### src/rtl/met_pkg.sv
`default_nettype none
// -----------------------------------------------------------------------------
// met_pkg
// Shared types, constants and helpers of the escape-time pixel engine.
// -----------------------------------------------------------------------------
package met_pkg;

    // Fixed-point format: signed Q4.28 for c and z.
    localparam int Q_W       = 32;
    localparam int FRAC_BITS = 28;
    localparam int PROD_W    = 2 * Q_W;

    // Configuration register widths.
    localparam int STEP_W  = 31;
    localparam int LIMIT_W = 10;
    localparam int CFG_W   = 32;

    // Default image size in pixels along one axis.
    localparam int IMAGE_SIZE_DEF = 512;

    // Reset values of the configuration registers.
    localparam logic signed [Q_W-1:0] REAL_ORIGIN_RST = -32'sd536870912;
    localparam logic signed [Q_W-1:0] IMAG_ORIGIN_RST = -32'sd536870912;
    localparam logic [STEP_W-1:0]     COORD_STEP_RST  = 31'd2151787;
    localparam logic [LIMIT_W-1:0]    ITER_LIMIT_RST  = 10'd50;

    // Escape threshold |z|^2 >= 4.0, held in Q8.56.
    localparam logic [PROD_W-1:0] ESCAPE_SQ = 64'h0400_0000_0000_0000;

    // Saturation bounds of Q4.28, extended to product width.
    localparam logic signed [PROD_W-1:0] Q_MAX_EXT = 64'sd2147483647;
    localparam logic signed [PROD_W-1:0] Q_MIN_EXT = -64'sd2147483648;

    // Configuration register indexes.
    typedef enum logic [1:0] {
        CFG_REAL_ORIGIN = 2'd0,
        CFG_IMAG_ORIGIN = 2'd1,
        CFG_COORD_STEP  = 2'd2,
        CFG_ITER_LIMIT  = 2'd3
    } t_cfg_idx;

    // Configuration register contents.
    typedef struct packed {
        logic signed [Q_W-1:0] real_origin;
        logic signed [Q_W-1:0] imag_origin;
        logic [STEP_W-1:0]     coord_step;
        logic [LIMIT_W-1:0]    iter_limit;
    } t_cfg;

    // Operand pairs of the shared multiplier unit.
    typedef struct packed {
        logic signed [Q_W-1:0] a0;
        logic signed [Q_W-1:0] b0;
        logic signed [Q_W-1:0] a1;
        logic signed [Q_W-1:0] b1;
        logic signed [Q_W-1:0] a2;
        logic signed [Q_W-1:0] b2;
    } t_mul_ops;

    // Registered products of the shared multiplier unit.
    typedef struct packed {
        logic signed [PROD_W-1:0] p0;
        logic signed [PROD_W-1:0] p1;
        logic signed [PROD_W-1:0] p2;
    } t_mul_prod;

    // Saturate a wide signed value to the Q4.28 range.
    function automatic logic signed [Q_W-1:0] sat_q(input logic signed [PROD_W-1:0] v);
        logic signed [Q_W-1:0] res;
        if (v > Q_MAX_EXT) begin
            res = Q_MAX_EXT[Q_W-1:0];
        end else if (v < Q_MIN_EXT) begin
            res = Q_MIN_EXT[Q_W-1:0];
        end else begin
            res = v[Q_W-1:0];
        end
        return res;
    endfunction

    // Sign-extend a Q4.28 value to product width.
    function automatic logic signed [PROD_W-1:0] sext_q(input logic signed [Q_W-1:0] v);
        return $signed({{(PROD_W-Q_W){v[Q_W-1]}}, v});
    endfunction

endpackage
`default_nettype wire

### src/rtl/met_cfg.sv
`default_nettype none
// -----------------------------------------------------------------------------
// met_cfg
// Configuration register file: origin, step and iteration limit.
// -----------------------------------------------------------------------------
module met_cfg (
    input  wire logic                   i_clk,
    input  wire logic                   i_rst_n,
    input  wire logic                   i_cfg_we,
    input  met_pkg::t_cfg_idx           i_cfg_idx,
    input  wire logic [met_pkg::CFG_W-1:0] i_cfg_data,
    output met_pkg::t_cfg               o_cfg
);
    import met_pkg::*;

    t_cfg r_cfg;

    // Register writes, decoded by index.
    always_ff @(posedge i_clk) begin
        if (!i_rst_n) begin
            r_cfg.real_origin <= REAL_ORIGIN_RST;
            r_cfg.imag_origin <= IMAG_ORIGIN_RST;
            r_cfg.coord_step  <= COORD_STEP_RST;
            r_cfg.iter_limit  <= ITER_LIMIT_RST;
        end else if (i_cfg_we) begin
            unique case (i_cfg_idx)
                CFG_REAL_ORIGIN: r_cfg.real_origin <= $signed(i_cfg_data[Q_W-1:0]);
                CFG_IMAG_ORIGIN: r_cfg.imag_origin <= $signed(i_cfg_data[Q_W-1:0]);
                CFG_COORD_STEP:  r_cfg.coord_step  <= i_cfg_data[STEP_W-1:0];
                CFG_ITER_LIMIT:  r_cfg.iter_limit  <= i_cfg_data[LIMIT_W-1:0];
                default: begin
                end
            endcase
        end
    end

    assign o_cfg = r_cfg;

endmodule
`default_nettype wire

### config.mk
export PLATFORM = sky130hd
export DESIGN_NAME = met_cfg
export DESIGN_NICKNAME = d
export VERILOG_FILES = /design/src/rtl/met_pkg.sv /design/src/rtl/met_cfg.sv
export SDC_FILE = /design/constraint.sdc
export NUM_CORES = 1
export LEC_CHECK = 0
export ABC_AREA = 1
export BUFFER_PORTS_ARGS = -buffer_cell sky130_fd_sc_hd__buf_2
export CAP_MARGIN = 20
export CORE_MARGIN = 10
export CORE_UTILIZATION = 40
export DETAILED_ROUTE_END_ITERATION = 7
export PLACE_DENSITY = 0.67
export SLEW_MARGIN = 0
export SYNTH_ARGS = -nofsm -noshare
export SYNTH_HDL_FRONTEND = slang
export SYNTH_SLANG_ARGS = --single-unit
### constraint.sdc
create_clock -name i_clk -period 1.2 [get_ports i_clk]
set_input_delay 0.24 -clock i_clk [delete_from_list [all_inputs] [get_ports i_clk]]
set_output_delay 0.24 -clock i_clk [all_outputs]
set_load 0.1 [all_outputs]
### Word level (Yosys, flattened, before mapping)

Index checks and enable logic that the tools add are counted.

| word-level totals | value |
|---|---|
| flip-flop bits (word level) | 105 |
| bits in latches | 0 |
| output and inout port bits | 105 |
| input bits | 37 |
| RAM bits | 0 |
| memory bits (read-only) | 0 |
| logic and storage cells | 12 |
| memories kept | 0 |

| cells by class | value |
|---|---|
| $lt $le $gt $ge | 0 |
| reduce and logical (&&, ||, !) cells | 5 |
| multiplexer cells | 0 |
| shift-type cells | 0 |
| add/subtract/negate cells | 0 |
| multiply operators | 0 |
| bitwise gates (word level) | 0 |
| equality and inequality tests | 3 |
| div/mod/pow operators | 0 |

Operators by type and width:

| kind | count |
|---|---|
| $reduce_and A2 Y1 | 4 |
| $eq A2 B2 Y1 const B | 2 |
| $eq A2 B1 Y1 const B | 1 |
| $logic_not A2 Y1 | 1 |

### Logic depth before layout (Yosys ltp)

| logic depth | value |
|---|---|
| word-level depth | 2 |
| gate-level depth with buffers | 7 |
| mapped depth without buffers | 5 |

### Worst setup path before layout

No wires, ideal clock.

| timing path | value |
|---|---|
| path kind | register to register |
| start point | register, netlist name o_cfg[14] |
| end point | register r_cfg, in the netlist o_cfg[14] |
| slack | -77 ps |
| period minus slack after synthesis | 1277 ps |
| cell stages (with the launch flop) | 5 |
| library setup time | 64 ps |
| required time | 1136 ps |
| data arrival time | 1214 ps |
| path buffers | 0 |
| cell sequence | dfxtp_1 -> inv_1 -> nand2_1 -> nand2_1 -> nor2_1 |

RTL lines:

| element | line | text |
|---|---|---|
| end, declared | met_cfg.sv:16 | `t_cfg r_cfg;` |

### Worst setup path after layout

| timing path | value |
|---|---|
| start point | register r_cfg, in the netlist o_cfg[30] |
| end point | output port o_cfg[30] in the netlist's numbering |

RTL lines:

| element | line | text |
|---|---|---|
| end, declared | met_cfg.sv:12 | `output met_pkg::t_cfg o_cfg` |

No word-level cell between the ends.

==> impl_metrics.json <==
{
  "outcome": "finished clean",
  "critPathLaunch": "o_cfg[30]",
  "required_ns": 0.96,
  "clk_latency_ns": 0.37,
  "h-tree-depth": 3,
  "cp.depth": 1,
  "grt_pass1_vias": 4182,
  "hold_viol": 0,
  "ys_warn_count": 0,
  "arrival_ns": 0.94,
  "final_util_pct": 66.5,
  "core_area_mm2": 0.0108,
  "fin_ws_ns": 0.0167,
  "max_slew.worst_pin.slew_ns": 0.274,
  "grt_usage_pct": 17.0,
  "synth.distinct_cells": 16,
  "areaGrowthSynthToFinish_pct": 63.3,
  "grt_pass1_wl_um": 21800,
  "final_antenna_net_count": 0,
  "setup_viol": 0,
  "r2r-start": "o_cfg[38]",
  "total_power_uw": 9050,
  "cp_slowest_cell": "dfxtp_4",
  "dpl.hpwl_um": 10000,
  "rsz0062_at_grt": "true",
  "nNetsFinal": 806,
  "power.density_mw_per_mm2": 1260,
  "slew_headroom_pct": 81.7,
  "p_leak_uw": 0.00353,
  "die_w_um": 125,
  "die_area_mm2": 0.0156,
  "routed_wl_um": 13500,
  "drv_slew": 0,
  "crit_end": "o_cfg[30]",
  "rows": 38,
  "pre_cts_ws_ns": 0.00218,
  "critPathLaunchType": "register",
  "fin_crit_sh_pct": 98.6,
  "tritoncts": "done",
  "cp_top_family": "flip-flops",
  "grt_overflow": 0,
  "cap_violations": 0,
  "cp_max_fo": 2,
  "ys_seq_area_share_pct": 47.8,
  "path_class": "register to output port",
  "first_pass_iters": 4,
  "path_buf_inv": 1,
  "min_path_cells": 3,
  "clk_path_buf_depth": 2,
  "skew_ns": 0,
  "final_cell_mix": "169 x nand2_1, 142 x nor2_1, 114 x buf_12",
  "yosysTopAreaCellShare_pct": 47.8,
  "cts_sinks": 105,
  "syn_nets": 680,
  "r2r_setup_slack_ns": 0.39,
  "cts-buffers-inserted": 9,
  "largest_reg_flops": 105,
  "port_buffers": 141,
  "worst_r2r_path_depth": 5,
  "grt_max_degree": 66,
  "initial_core_util_pct": 40.8,
  "syn-cell-area_mm2": 0.00440,
  "r2r_end": "o_cfg[38]",
  "drt_iter0_markers": 311,
  "finalWeightedCongestion": 0.764,
  "vias_per_cell": 4.68,
  "yosysTopAreaCell": "dfxtp_1",
  "ir_drop_v": 0.000652,
  "syn_inst": 643,
  "nFillCells": 857,
  "clkTransAtPathRegs_ns": 0.10,
  "hold_slack_ns": 0.0733,
  "die_height_um": 125,
  "num_vias": 4281,
  "num_antenna_cells": 0,
  "detail_route.wl_per_cell_um": 14.8,
  "final_common_cell": "nand2_1",
  "path_cells": "buf_12",
  "drive_gt1_share_pct": 36.8,
  "max_freq_mhz": 845,
  "crit_path_max_incr_delay_ns": 0.39,
  "netlist_top_cells_area": "dfxtp_1 48%, nand2_1 14%, nor2_1 12%",
  "cts_root_buf": "clkbuf_8",
  "crit_path_end_kind": "output port",
  "hold_path_class": "input pin to register",
  "ios": 142,
  "ys_ff_latch": 105,
  "antenna_found_initial": 0,
  "route.detailed.drc": 0,
  "hold_buffers": 0,
  "period_needed_ns": 1.18,
  "syn_avg_cell_area_um2": 6.84
}
logic make-up after synthesis:
| group | after synthesis | synth area share [%] |
|---|---|---|
| simple gates | 378 | 35.3 |
| buf+inv | 131 | 13.6 |
| flops | 105 | 47.8 |
| compound gates | 29 | 3.30 |
worst min-delay path by stage:
stage,startpoint,slack (ns),end
floorplan,i_cfg_data[1],0.35,o_cfg[1]
global placement,i_cfg_data[31],0.46,o_cfg[72]
finish,i_cfg_data[31],0.07,o_cfg[72]
detailed placement,i_cfg_data[31],0.47,o_cfg[72]
CTS,i_cfg_data[31],0.06,o_cfg[72]
global route,i_cfg_data[30],0.11,o_cfg[71]
final cells by class:
cell class              instances  area, um^2  area share, %
clock buffers                   9         124           1.72
clock inverters                 7        77.6           1.08
inverters                      88         330           4.60
multi-input cells             407        1700           23.7
flip-flops and latches        105        2250           31.3
well taps                     140         175           2.44
repair buffers                158        2520           35.2
synth_stat cells:
| library cell | number |
|---|---|
| clkbuf_1 | 4 |
| nor2_1 | 142 |
| buf_2 | 22 |
| nand3_2 | 2 |
| nor2_8 | 1 |
| inv_2 | 2 |
| dfxtp_1 | 105 |
| a21oi_1 | 29 |
| buf_4 | 9 |
| nand3_4 | 1 |
| buf_6 | 6 |
| nand4_1 | 11 |
| inv_1 | 86 |
| nand2_1 | 169 |
| buf_1 | 2 |
| nand3_1 | 52 |
through the flow:
step	setup TNS, ns	cell area (um^2)	instances
after global placement	0	6890	897
after floorplan	0	4470	643
after detailed placement	0	6890	897
after global routing	-0.345	7180	914
after CTS	0	7160	913
final	0	7180	914
layer usage:
metal  GRT usage, %  vias up  wire [um]
li1               -     2169          -
met1           18.5     1955       5240
met2           28.9      128       6830
met3           5.40       29        950
met4           8.94        0        475
met5              0        -          0
repair_timing:
item / in CTS / in global routing
endpoints found under the setup margin: 50 / 53
gates resized for setup: 50 / 6
setup buffers: 0 / 1
power breakdown:
group	total [uW]	internal (uW)	switching (uW)
Sequential	3890	3700	195
Clock	2280	982	1300
Combinational	2870	966	1910
Total	9050	5650	3400
(Power assumes the default switching activity.)
