[config.mk]
export PLATFORM = sky130hd
export DESIGN_NAME = met_ctrl
export DESIGN_NICKNAME = d
export VERILOG_FILES = /design/src/rtl/met_pkg.sv /design/src/rtl/met_ctrl.sv
export SDC_FILE = /design/constraint.sdc
export NUM_CORES = 1
export LEC_CHECK = 0
export BUFFER_PORTS_ARGS = -buffer_cell sky130_fd_sc_hd__buf_2
export CAP_MARGIN = 20
export CORE_MARGIN = 2
export CORE_UTILIZATION = 59
export CTS_BUF_LIST = sky130_fd_sc_hd__clkbuf_2
export CTS_CLUSTER_DIAMETER = 120
export CTS_CLUSTER_SIZE = 28
export DETAILED_ROUTE_END_ITERATION = 12
export HOLD_SLACK_MARGIN = 0.12
export PLACE_DENSITY = 0.87
export SETUP_SLACK_MARGIN = 0.1
export SLEW_MARGIN = 5
export SYNTH_ARGS = -nofsm -noshare
export SYNTH_HDL_FRONTEND = slang
export SYNTH_SLANG_ARGS = --single-unit
[constraint.sdc]
create_clock -name i_clk -period 7.8 [get_ports i_clk]
set_input_delay 0.78 -clock i_clk [delete_from_list [all_inputs] [get_ports i_clk]]
set_output_delay 0.78 -clock i_clk [all_outputs]
set_load 0.05 [all_outputs]
[src/rtl/met_pkg.sv]
`default_nettype none
// -----------------------------------------------------------------------------
// met_pkg
// Shared types, constants and helpers of the escape-time pixel engine.
// -----------------------------------------------------------------------------
package met_pkg;

    // Fixed-point format: signed Q4.28 for c and z.
    localparam int Q_W       = 32;
    localparam int FRAC_BITS = 28;
    localparam int PROD_W    = 2 * Q_W;

    // Configuration register widths.
    localparam int STEP_W  = 31;
    localparam int LIMIT_W = 10;
    localparam int CFG_W   = 32;

    // Default image size in pixels along one axis.
    localparam int IMAGE_SIZE_DEF = 512;

    // Reset values of the configuration registers.
    localparam logic signed [Q_W-1:0] REAL_ORIGIN_RST = -32'sd536870912;
    localparam logic signed [Q_W-1:0] IMAG_ORIGIN_RST = -32'sd536870912;
    localparam logic [STEP_W-1:0]     COORD_STEP_RST  = 31'd2151787;
    localparam logic [LIMIT_W-1:0]    ITER_LIMIT_RST  = 10'd50;

    // Escape threshold |z|^2 >= 4.0, held in Q8.56.
    localparam logic [PROD_W-1:0] ESCAPE_SQ = 64'h0400_0000_0000_0000;

    // Saturation bounds of Q4.28, extended to product width.
    localparam logic signed [PROD_W-1:0] Q_MAX_EXT = 64'sd2147483647;
    localparam logic signed [PROD_W-1:0] Q_MIN_EXT = -64'sd2147483648;

    // Configuration register indexes.
    typedef enum logic [1:0] {
        CFG_REAL_ORIGIN = 2'd0,
        CFG_IMAG_ORIGIN = 2'd1,
        CFG_COORD_STEP  = 2'd2,
        CFG_ITER_LIMIT  = 2'd3
    } t_cfg_idx;

    // Configuration register contents.
    typedef struct packed {
        logic signed [Q_W-1:0] real_origin;
        logic signed [Q_W-1:0] imag_origin;
        logic [STEP_W-1:0]     coord_step;
        logic [LIMIT_W-1:0]    iter_limit;
    } t_cfg;

    // Operand pairs of the shared multiplier unit.
    typedef struct packed {
        logic signed [Q_W-1:0] a0;
        logic signed [Q_W-1:0] b0;
        logic signed [Q_W-1:0] a1;
        logic signed [Q_W-1:0] b1;
        logic signed [Q_W-1:0] a2;
        logic signed [Q_W-1:0] b2;
    } t_mul_ops;

    // Registered products of the shared multiplier unit.
    typedef struct packed {
        logic signed [PROD_W-1:0] p0;
        logic signed [PROD_W-1:0] p1;
        logic signed [PROD_W-1:0] p2;
    } t_mul_prod;

    // Saturate a wide signed value to the Q4.28 range.
    function automatic logic signed [Q_W-1:0] sat_q(input logic signed [PROD_W-1:0] v);
        logic signed [Q_W-1:0] res;
        if (v > Q_MAX_EXT) begin
            res = Q_MAX_EXT[Q_W-1:0];
        end else if (v < Q_MIN_EXT) begin
            res = Q_MIN_EXT[Q_W-1:0];
        end else begin
            res = v[Q_W-1:0];
        end
        return res;
    endfunction

    // Sign-extend a Q4.28 value to product width.
    function automatic logic signed [PROD_W-1:0] sext_q(input logic signed [Q_W-1:0] v);
        return $signed({{(PROD_W-Q_W){v[Q_W-1]}}, v});
    endfunction

endpackage
`default_nettype wire

[src/rtl/met_ctrl.sv]
`default_nettype none
// -----------------------------------------------------------------------------
// met_ctrl
// Sequencer and update datapath: forms c, then steps z = z*z + c.
// -----------------------------------------------------------------------------
module met_ctrl #(
    parameter int IMAGE_SIZE = met_pkg::IMAGE_SIZE_DEF
) (
    input  wire logic                       i_clk,
    input  wire logic                       i_rst_n,
    input  wire logic                       start,
    output logic                            busy,
    input  wire logic [$clog2(IMAGE_SIZE)-1:0] i_pixel_col,
    input  wire logic [$clog2(IMAGE_SIZE)-1:0] i_pixel_row,
    input  met_pkg::t_cfg                   i_cfg,
    output met_pkg::t_mul_ops               o_mul_ops,
    input  met_pkg::t_mul_prod              i_mul_prod,
    output logic                            o_valid,
    output logic [met_pkg::LIMIT_W-1:0]     o_iter_count,
    output logic                            o_inside_set
);
    import met_pkg::*;

    localparam int IDX_W = $clog2(IMAGE_SIZE);
    localparam logic [IDX_W-1:0] IDX_MAX = IDX_W'(IMAGE_SIZE - 1);

    typedef enum logic [2:0] {
        S_IDLE,
        S_CMUL,
        S_CADD,
        S_MUL,
        S_UPD
    } t_state;

    t_state                r_state;
    logic [IDX_W-1:0]      r_col;
    logic [IDX_W-1:0]      r_row;
    logic signed [Q_W-1:0] r_cr;
    logic signed [Q_W-1:0] r_ci;
    logic signed [Q_W-1:0] r_zr;
    logic signed [Q_W-1:0] r_zi;
    logic [LIMIT_W-1:0]    r_count;
    logic                  r_valid;
    logic [LIMIT_W-1:0]    r_iter_count;
    logic                  r_inside;

    logic [IDX_W-1:0]         w_col_clamp;
    logic [IDX_W-1:0]         w_row_clamp;
    logic signed [Q_W-1:0]    n_cr;
    logic signed [Q_W-1:0]    n_ci;
    logic [PROD_W-1:0]        w_mag;
    logic                     w_escape;
    logic signed [PROD_W-1:0] w_diff;
    logic signed [PROD_W-1:0] w_re_sum;
    logic signed [PROD_W-1:0] w_im_sum;
    logic signed [Q_W-1:0]    n_zr;
    logic signed [Q_W-1:0]    n_zi;

    // Indexes beyond the image are held at the last pixel.
    assign w_col_clamp = (i_pixel_col > IDX_MAX) ? IDX_MAX : i_pixel_col;
    assign w_row_clamp = (i_pixel_row > IDX_MAX) ? IDX_MAX : i_pixel_row;

    // Operand selection: index times step while forming c, else z products.
    always_comb begin
        if (r_state == S_CMUL) begin
            o_mul_ops.a0 = $signed({{(Q_W-IDX_W){1'b0}}, r_col});
            o_mul_ops.b0 = $signed({1'b0, i_cfg.coord_step});
            o_mul_ops.a1 = $signed({{(Q_W-IDX_W){1'b0}}, r_row});
            o_mul_ops.b1 = $signed({1'b0, i_cfg.coord_step});
            o_mul_ops.a2 = '0;
            o_mul_ops.b2 = '0;
        end else begin
            o_mul_ops.a0 = r_zr;
            o_mul_ops.b0 = r_zr;
            o_mul_ops.a1 = r_zi;
            o_mul_ops.b1 = r_zi;
            o_mul_ops.a2 = r_zr;
            o_mul_ops.b2 = r_zi;
        end
    end

    // The point c: origin plus scaled index, saturated.
    assign n_cr = sat_q(sext_q(i_cfg.real_origin) + i_mul_prod.p0);
    assign n_ci = sat_q(sext_q(i_cfg.imag_origin) + i_mul_prod.p1);

    // Escape test on |z|^2 in Q8.56; both squares are non-negative.
    assign w_mag    = $unsigned(i_mul_prod.p0) + $unsigned(i_mul_prod.p1);
    assign w_escape = (w_mag >= ESCAPE_SQ);

    // Next z: floor back to Q4.28, add c, saturate.
    assign w_diff   = i_mul_prod.p0 - i_mul_prod.p1;
    assign w_re_sum = (w_diff >>> FRAC_BITS) + sext_q(r_cr);
    assign w_im_sum = (i_mul_prod.p2 >>> (FRAC_BITS - 1)) + sext_q(r_ci);
    assign n_zr     = sat_q(w_re_sum);
    assign n_zi     = sat_q(w_im_sum);

    // Sequencer with its working and result registers.
    always_ff @(posedge i_clk) begin
        if (!i_rst_n) begin
            r_state <= S_IDLE;
            r_valid <= 1'b0;
        end else begin
            r_valid <= 1'b0;
            unique case (r_state)
                S_IDLE: begin
                    if (start) begin
                        r_col   <= w_col_clamp;
                        r_row   <= w_row_clamp;
                        r_zr    <= '0;
                        r_zi    <= '0;
                        r_count <= '0;
                        r_state <= S_CMUL;
                    end
                end
                S_CMUL: begin
                    r_state <= S_CADD;
                end
                S_CADD: begin
                    r_cr    <= n_cr;
                    r_ci    <= n_ci;
                    r_state <= S_MUL;
                end
                S_MUL: begin
                    if (r_count >= i_cfg.iter_limit) begin
                        r_valid      <= 1'b1;
                        r_iter_count <= r_count;
                        r_inside     <= 1'b1;
                        r_state      <= S_IDLE;
                    end else begin
                        r_state <= S_UPD;
                    end
                end
                S_UPD: begin
                    if (w_escape) begin
                        r_valid      <= 1'b1;
                        r_iter_count <= r_count;
                        r_inside     <= (r_count == i_cfg.iter_limit);
                        r_state      <= S_IDLE;
                    end else begin
                        r_zr    <= n_zr;
                        r_zi    <= n_zi;
                        r_count <= r_count + 1'b1;
                        r_state <= S_MUL;
                    end
                end
                default: begin
                    r_state <= S_IDLE;
                end
            endcase
        end
    end

    assign busy         = (r_state != S_IDLE);
    assign o_valid      = r_valid;
    assign o_iter_count = r_iter_count;
    assign o_inside_set = r_inside;

endmodule
`default_nettype wire

# == Yosys cells after proc, flatten, opt, wreduce, memory -nomap -nowiden ==
# Cells that the tools add are included.
# word_totals
elab_cells,75
ff_bits,171
input_bits,318
# classes
n_addsub,7
n_reduce_logical,8
mux,28
n_eq_ne,9
order_cmp,12
# op_table
operator,n
two-way mux 32 bit,9
two-way mux 192 bit,1
adder 32 x 64 -> 64 bit,2
"greater-than comparator 64 x 32 -> 1 bit, second input constant",2
"< comparator 64 x 32 -> 1 bit, second input constant",2
case mux 32 bit (2 select lines),2
adder 64 bit,1
"greater-or-equal comparator 64 x 59 -> 1 bit, second input constant",1
subtractor 64 bit,1
two-way mux 10 bit,4
case mux 10 bit (2 select lines),2
adder 37 x 32 -> 38 bit,1
"greater-than comparator 38 x 32 -> 1 bit, second input constant",1
"< comparator 38 x 32 -> 1 bit, second input constant",1
adder 36 x 32 -> 37 bit,1
"greater-than comparator 37 x 32 -> 1 bit, second input constant",1
"< comparator 37 x 32 -> 1 bit, second input constant",1
"greater-than comparator 9 bit, second input constant",2
case mux 3 bit (5 select lines),1
"adder 10 x 1 -> 10 bit, second input constant",1
equality test 10 bit,1
greater-or-equal comparator 10 bit,1
"inequality test 2 bit, second input constant",4
AND reduction 4 bit,2
other kinds (12),19

# == Longest topological paths before layout ==
# logic_depth
word_depth,7
ltp_mapped,29
depth_no_buf,27

# == Least setup slack after synthesis ==
# OpenSTA, ideal clock, no wires.
# synth_timing
kind,input port to flip-flop
start,in i_mul_prod[72] (netlist name)
end,reg r_zr[10] (data pin)
slack_ns,1.465
cell_stages,28
arrival_time_ns,6.065
n_path_buf,1
cell_sequence,inv_1 > ha_1 > a21oi_1 > o21ai_0 > a221o_1 > a21oi_1 > o21ai_0 > a211o_1 > a21oi_1 > o21ai_0 > a221oi_1 > inv_1 > a21oi_1 > xnor2_1 > ha_1 > a21o_1 > a21oi_1 > o21ai_0 > a31oi_1 > o31ai_1 > a2111oi_0 > nor3_1 > nor3_1 > xor2_1 > nand4_1 > o21bai_1 > clkbuf_1 > o21ai_0
# synth_via
elab_chain_cells,7
# synth_rtl
element,line,source
"start, declared",met_ctrl.sv:17,"input met_pkg::t_mul_prod i_mul_prod,"
subtractor 64 bit (*),met_ctrl.sv:91,assign w_diff = i_mul_prod.p0 - i_mul_prod.p1;
adder 36 x 32 -> 37 bit (*),met_ctrl.sv:92,assign w_re_sum = (w_diff >>> FRAC_BITS) + sext_q(r_cr);
< comparator 37 x 32 -> 1 bit,met_pkg.sv:72,end else if (v < Q_MIN_EXT) begin
two-way mux 32 bit,met_pkg.sv:72,
two-way mux 32 bit (*),met_pkg.sv:70,if (v > Q_MAX_EXT) begin
two-way mux 32 bit (*),met_ctrl.sv:134,if (w_escape) begin
case mux 32 bit (2 select lines) (*),met_ctrl.sv:104,unique case (r_state)
"end signal, assigned",met_ctrl.sv:140,r_zr <= n_zr;
"end, declared",met_ctrl.sv:40,logic signed [Q_W-1:0] r_zr;
# Mark *: on every way between the ends. The rest lies on a longest branch, timed or not. The select of a mux whose other input is x is not followed.
# A chain may end at the register's enable or synchronous reset.

# == Worst setup path in the final report ==
# layout_timing
start,in i_mul_prod[72] (netlist name)
end,reg r_zr[18] (data pin)
# The elaborated chain is that of the path after synthesis.

==> impl_metrics.toml <==
[status]
outcome = "completed"

[drt]
wl_per_cell_um = 21.6
first_iter_violations = 2795
drc = 0
via_count = 27900
postRouteWirelength_um = 94900
first_pass_iters = 8
ant_nets = 0
viasPerCell = 6.36

[setup_path]
crit_buf_inv = 4
cpMostUsedCell = "o21ai_0"
r2r_cells = 15
crit_required_ns = 8.41
slowest_delay_ns = 0.53
path_delay_family = "compound AO/OA/AOI/OAI gates"
slowest_stage = "o31ai_1"
r2r-start = "r_ci[0]$_SDFFCE_PN1P_"
start_kind = "primary input"
cp_max_fo = 31
rrSetupSlack_ns = 3.00
crit_arrival_ns = 7.47
critPathKind = "primary input to flop"
worstReg2RegEnd = "r_zi[20]$_SDFFCE_PN0P_"
crit_path_end_kind = "flop"

[place]
dp_hpwl_um = 79100
gp_congestion = 1.07
port_buffers = 495
dp_worst_setup_slack_ns = 0.340

[finish]
fillCellCount = 3931
regArea_um2 = 5090
layout_commonest_cell = "buf_2"
final_nets = 4436
post-route-util_pct = 66.7
final_cell_mix = "buf_2, nand2_1, ha_1"
drive_gt1_share_pct = 15.8
syn_to_final_growth_pct = 11.3
multiInputGateArea_um2 = 19000

[logic_synthesis]
synth_edf_count = 167
netlist_area_um2 = 25900
async_flop_share_pct = 0
synth_top_area_cell = "edfxtp_1"
synth_cell_type_count = 97
netlist_instances = 3421
syn_area_per_cell_um2 = 7.56
synth-seq-cells = 171
ys_seq_area_share_pct = 19.7
yosys_warnings = 0
synth.area.top_cells = "edfxtp_1, ha_1, a21oi_1"
syn-num-nets = 4080
ys.flop_type = "edfxtp_1"
netlist.area_leader.share_pct = 19.4

[power]
powerDensity_nw_per_um2 = 155
p_leak_nw = 13.5
irDropWorstVdd_v = 0.000114

[worst_hold_path]
min_to = "r_state[1]$_SDFFE_PN0N_"
whs_path_depth = 2
hold_start = "i_rst_n"
hold_class = "primary input to flop"

[grt]
grt_busiest_layer = "met2"
grt_use_total_pct = 40.3
grt_overflow = 0
grt_antenna_before_repair = 13
met1_usage_pct = 50.2
grt_pass1_wl_um = 141000
grt.met3_usage_pct = 6.22
grt_max_degree = 75
grtUsageMet2_pct = 66.4
grt_pass1_vias = 25200

[sta]
fin_crit_ns = 6.87
finClkSkew_ns = 0.0682
relSlewSlack_pct = 28.8
tightestPinTransition_ns = 1.06
fmax_ghz = 0.146
rsz0062_at_grt = "no"
hold_viol_final = 0
final.setup.worst_slack_ns = 0.935
final-max-slew-violation-count = 0
fin_crit_sh_pct = 88.0
setup_viol = 0
final.setup.tns_ns = 0

[clocking]
htreeDepth = 4
root_buffer = "clkbuf_2"
worstSkewPairLatency_ns = 0.82
cts.sinks = 171
cts_tree = "yes"
cts_resized = 0
cts_buffers = 17
path_clk_slew_ns = 0.31
post_cts_buffers = 0
clock_path_buffers = 2

[die]
die_y_um = 213
core_area_um2 = 43200
ios = 523
die_area_um2 = 45500
start_util_pct = 59.9
die_x_um = 213
rows = 76

[job]
maxCapViolations = 0
==> report_power, final <==
group          total, mW  internal (mW)  leakage, nW  switching, mW
Combinational       2.81          0.908         11.8           1.91
Clock              0.551          0.190        0.164          0.362
Sequential          1.11           1.08         1.58         0.0236
==> repair_timing <==
item	4_1_cts	5_1_grt
endpoints found under the hold margin	18	0
setup endpoints to repair	0	0
hold buffers	18	0
==> registers in the layout, indices dropped and copies added (netlist names), 3 cells and up <==
register	flops
r_count	10
r_col	9
r_row	9
r_cr	32
r_ci	32
r_zi	32
r_zr	32
r_state	3
o_iter_count	10
==> per-layer routing <==
metal | wire length [um] | up-vias
met5 | 27 | -
met4 | 6150 | 4
met3 | 8740 | 296
met2 | 43000 | 1545
met1 | 37000 | 12900
li1 | - | 13100
==> cell type report <==
class | count | area share [%]
antenna | 12 | 0.104
inverter | 234 | 3.05
clock buffer | 18 | 0.313
multi-input combinational | 2824 | 65.9
tap | 585 | 2.54
clock inverter | 14 | 0.635
sequential | 171 | 17.7
timing repair buffer | 529 | 9.73
==> worst max-delay path by stage <==
| stage | from | end | slack (ns) | depth (start not counted) |
|---|---|---|---|---|
| 5_1_grt | i_mul_prod[68] | r_zr[11]$_SDFFCE_PN0P_ | 0.53 | 28 |
| 6_report | i_mul_prod[72] | r_zr[18]$_SDFFCE_PN0P_ | 0.93 | 29 |
| 3_3_place_gp | i_mul_prod[72] | r_zr[11]$_SDFFCE_PN0P_ | 0.46 | 29 |
| 4_1_cts | i_mul_prod[72] | r_zr[18]$_SDFFCE_PN0P_ | 1.17 | 29 |
| 3_5_place_dp | i_mul_prod[72] | r_zr[11]$_SDFFCE_PN0P_ | 0.34 | 29 |
| 2_1_floorplan | i_mul_prod[72] | r_zr[10]$_SDFFCE_PN0P_ | 1.46 | 28 |
==> synthesized netlist by cell type (9+ instances only) <==
cell type and number:
xor2_1 88, o21a_1 36, a21oi_1 328, clkbuf_1 107
o2111ai_1 9, nor2_1 252, and2_1 41, or4_1 9
or3_1 20, and4_1 12, a21o_1 147, o31ai_1 29
o21bai_1 75, buf_4 48, and3_1 18, nand4_1 64
o21ai_0 221, a211oi_1 34, a2111oi_0 11, o21ai_2 17
a221oi_1 9, inv_1 233, o211ai_1 50, nand2_1 392
nand2b_1 51, o21ai_1 26, nand3_1 79, nor3_1 82
nor3b_1 11, buf_2 27, ha_1 336, xnor2_1 121
edfxtp_1 167, nor4_1 28, nor2b_1 40, mux2i_1 11
a31oi_1 36
==> cell families after synthesis <==
family,synth area share (%)
buffers and inverters,7.15
AOI/OAI and AO/OA,27.9
DFF,19.7
xor gates and xnor gates,7.08
adders and majority gates,16.6
muxes,0.600
and+or+nand+nor,20.9
==> per-stage QoR <==
step           instances  total power, mW  cell area (um2)  hold WS, ns
4_1_cts             4374             4.39            28700        0.173
6_report            4387             4.47            28800        0.207
3_3_place_gp        4324             3.82            28300        0.528
3_5_place_dp        4324             3.84            28300        0.542
5_1_grt             4387             4.70            28800        0.193
2_1_floorplan       3421             3.11            25900        0.464
Note: power is estimated with default switching activity, not from simulation.
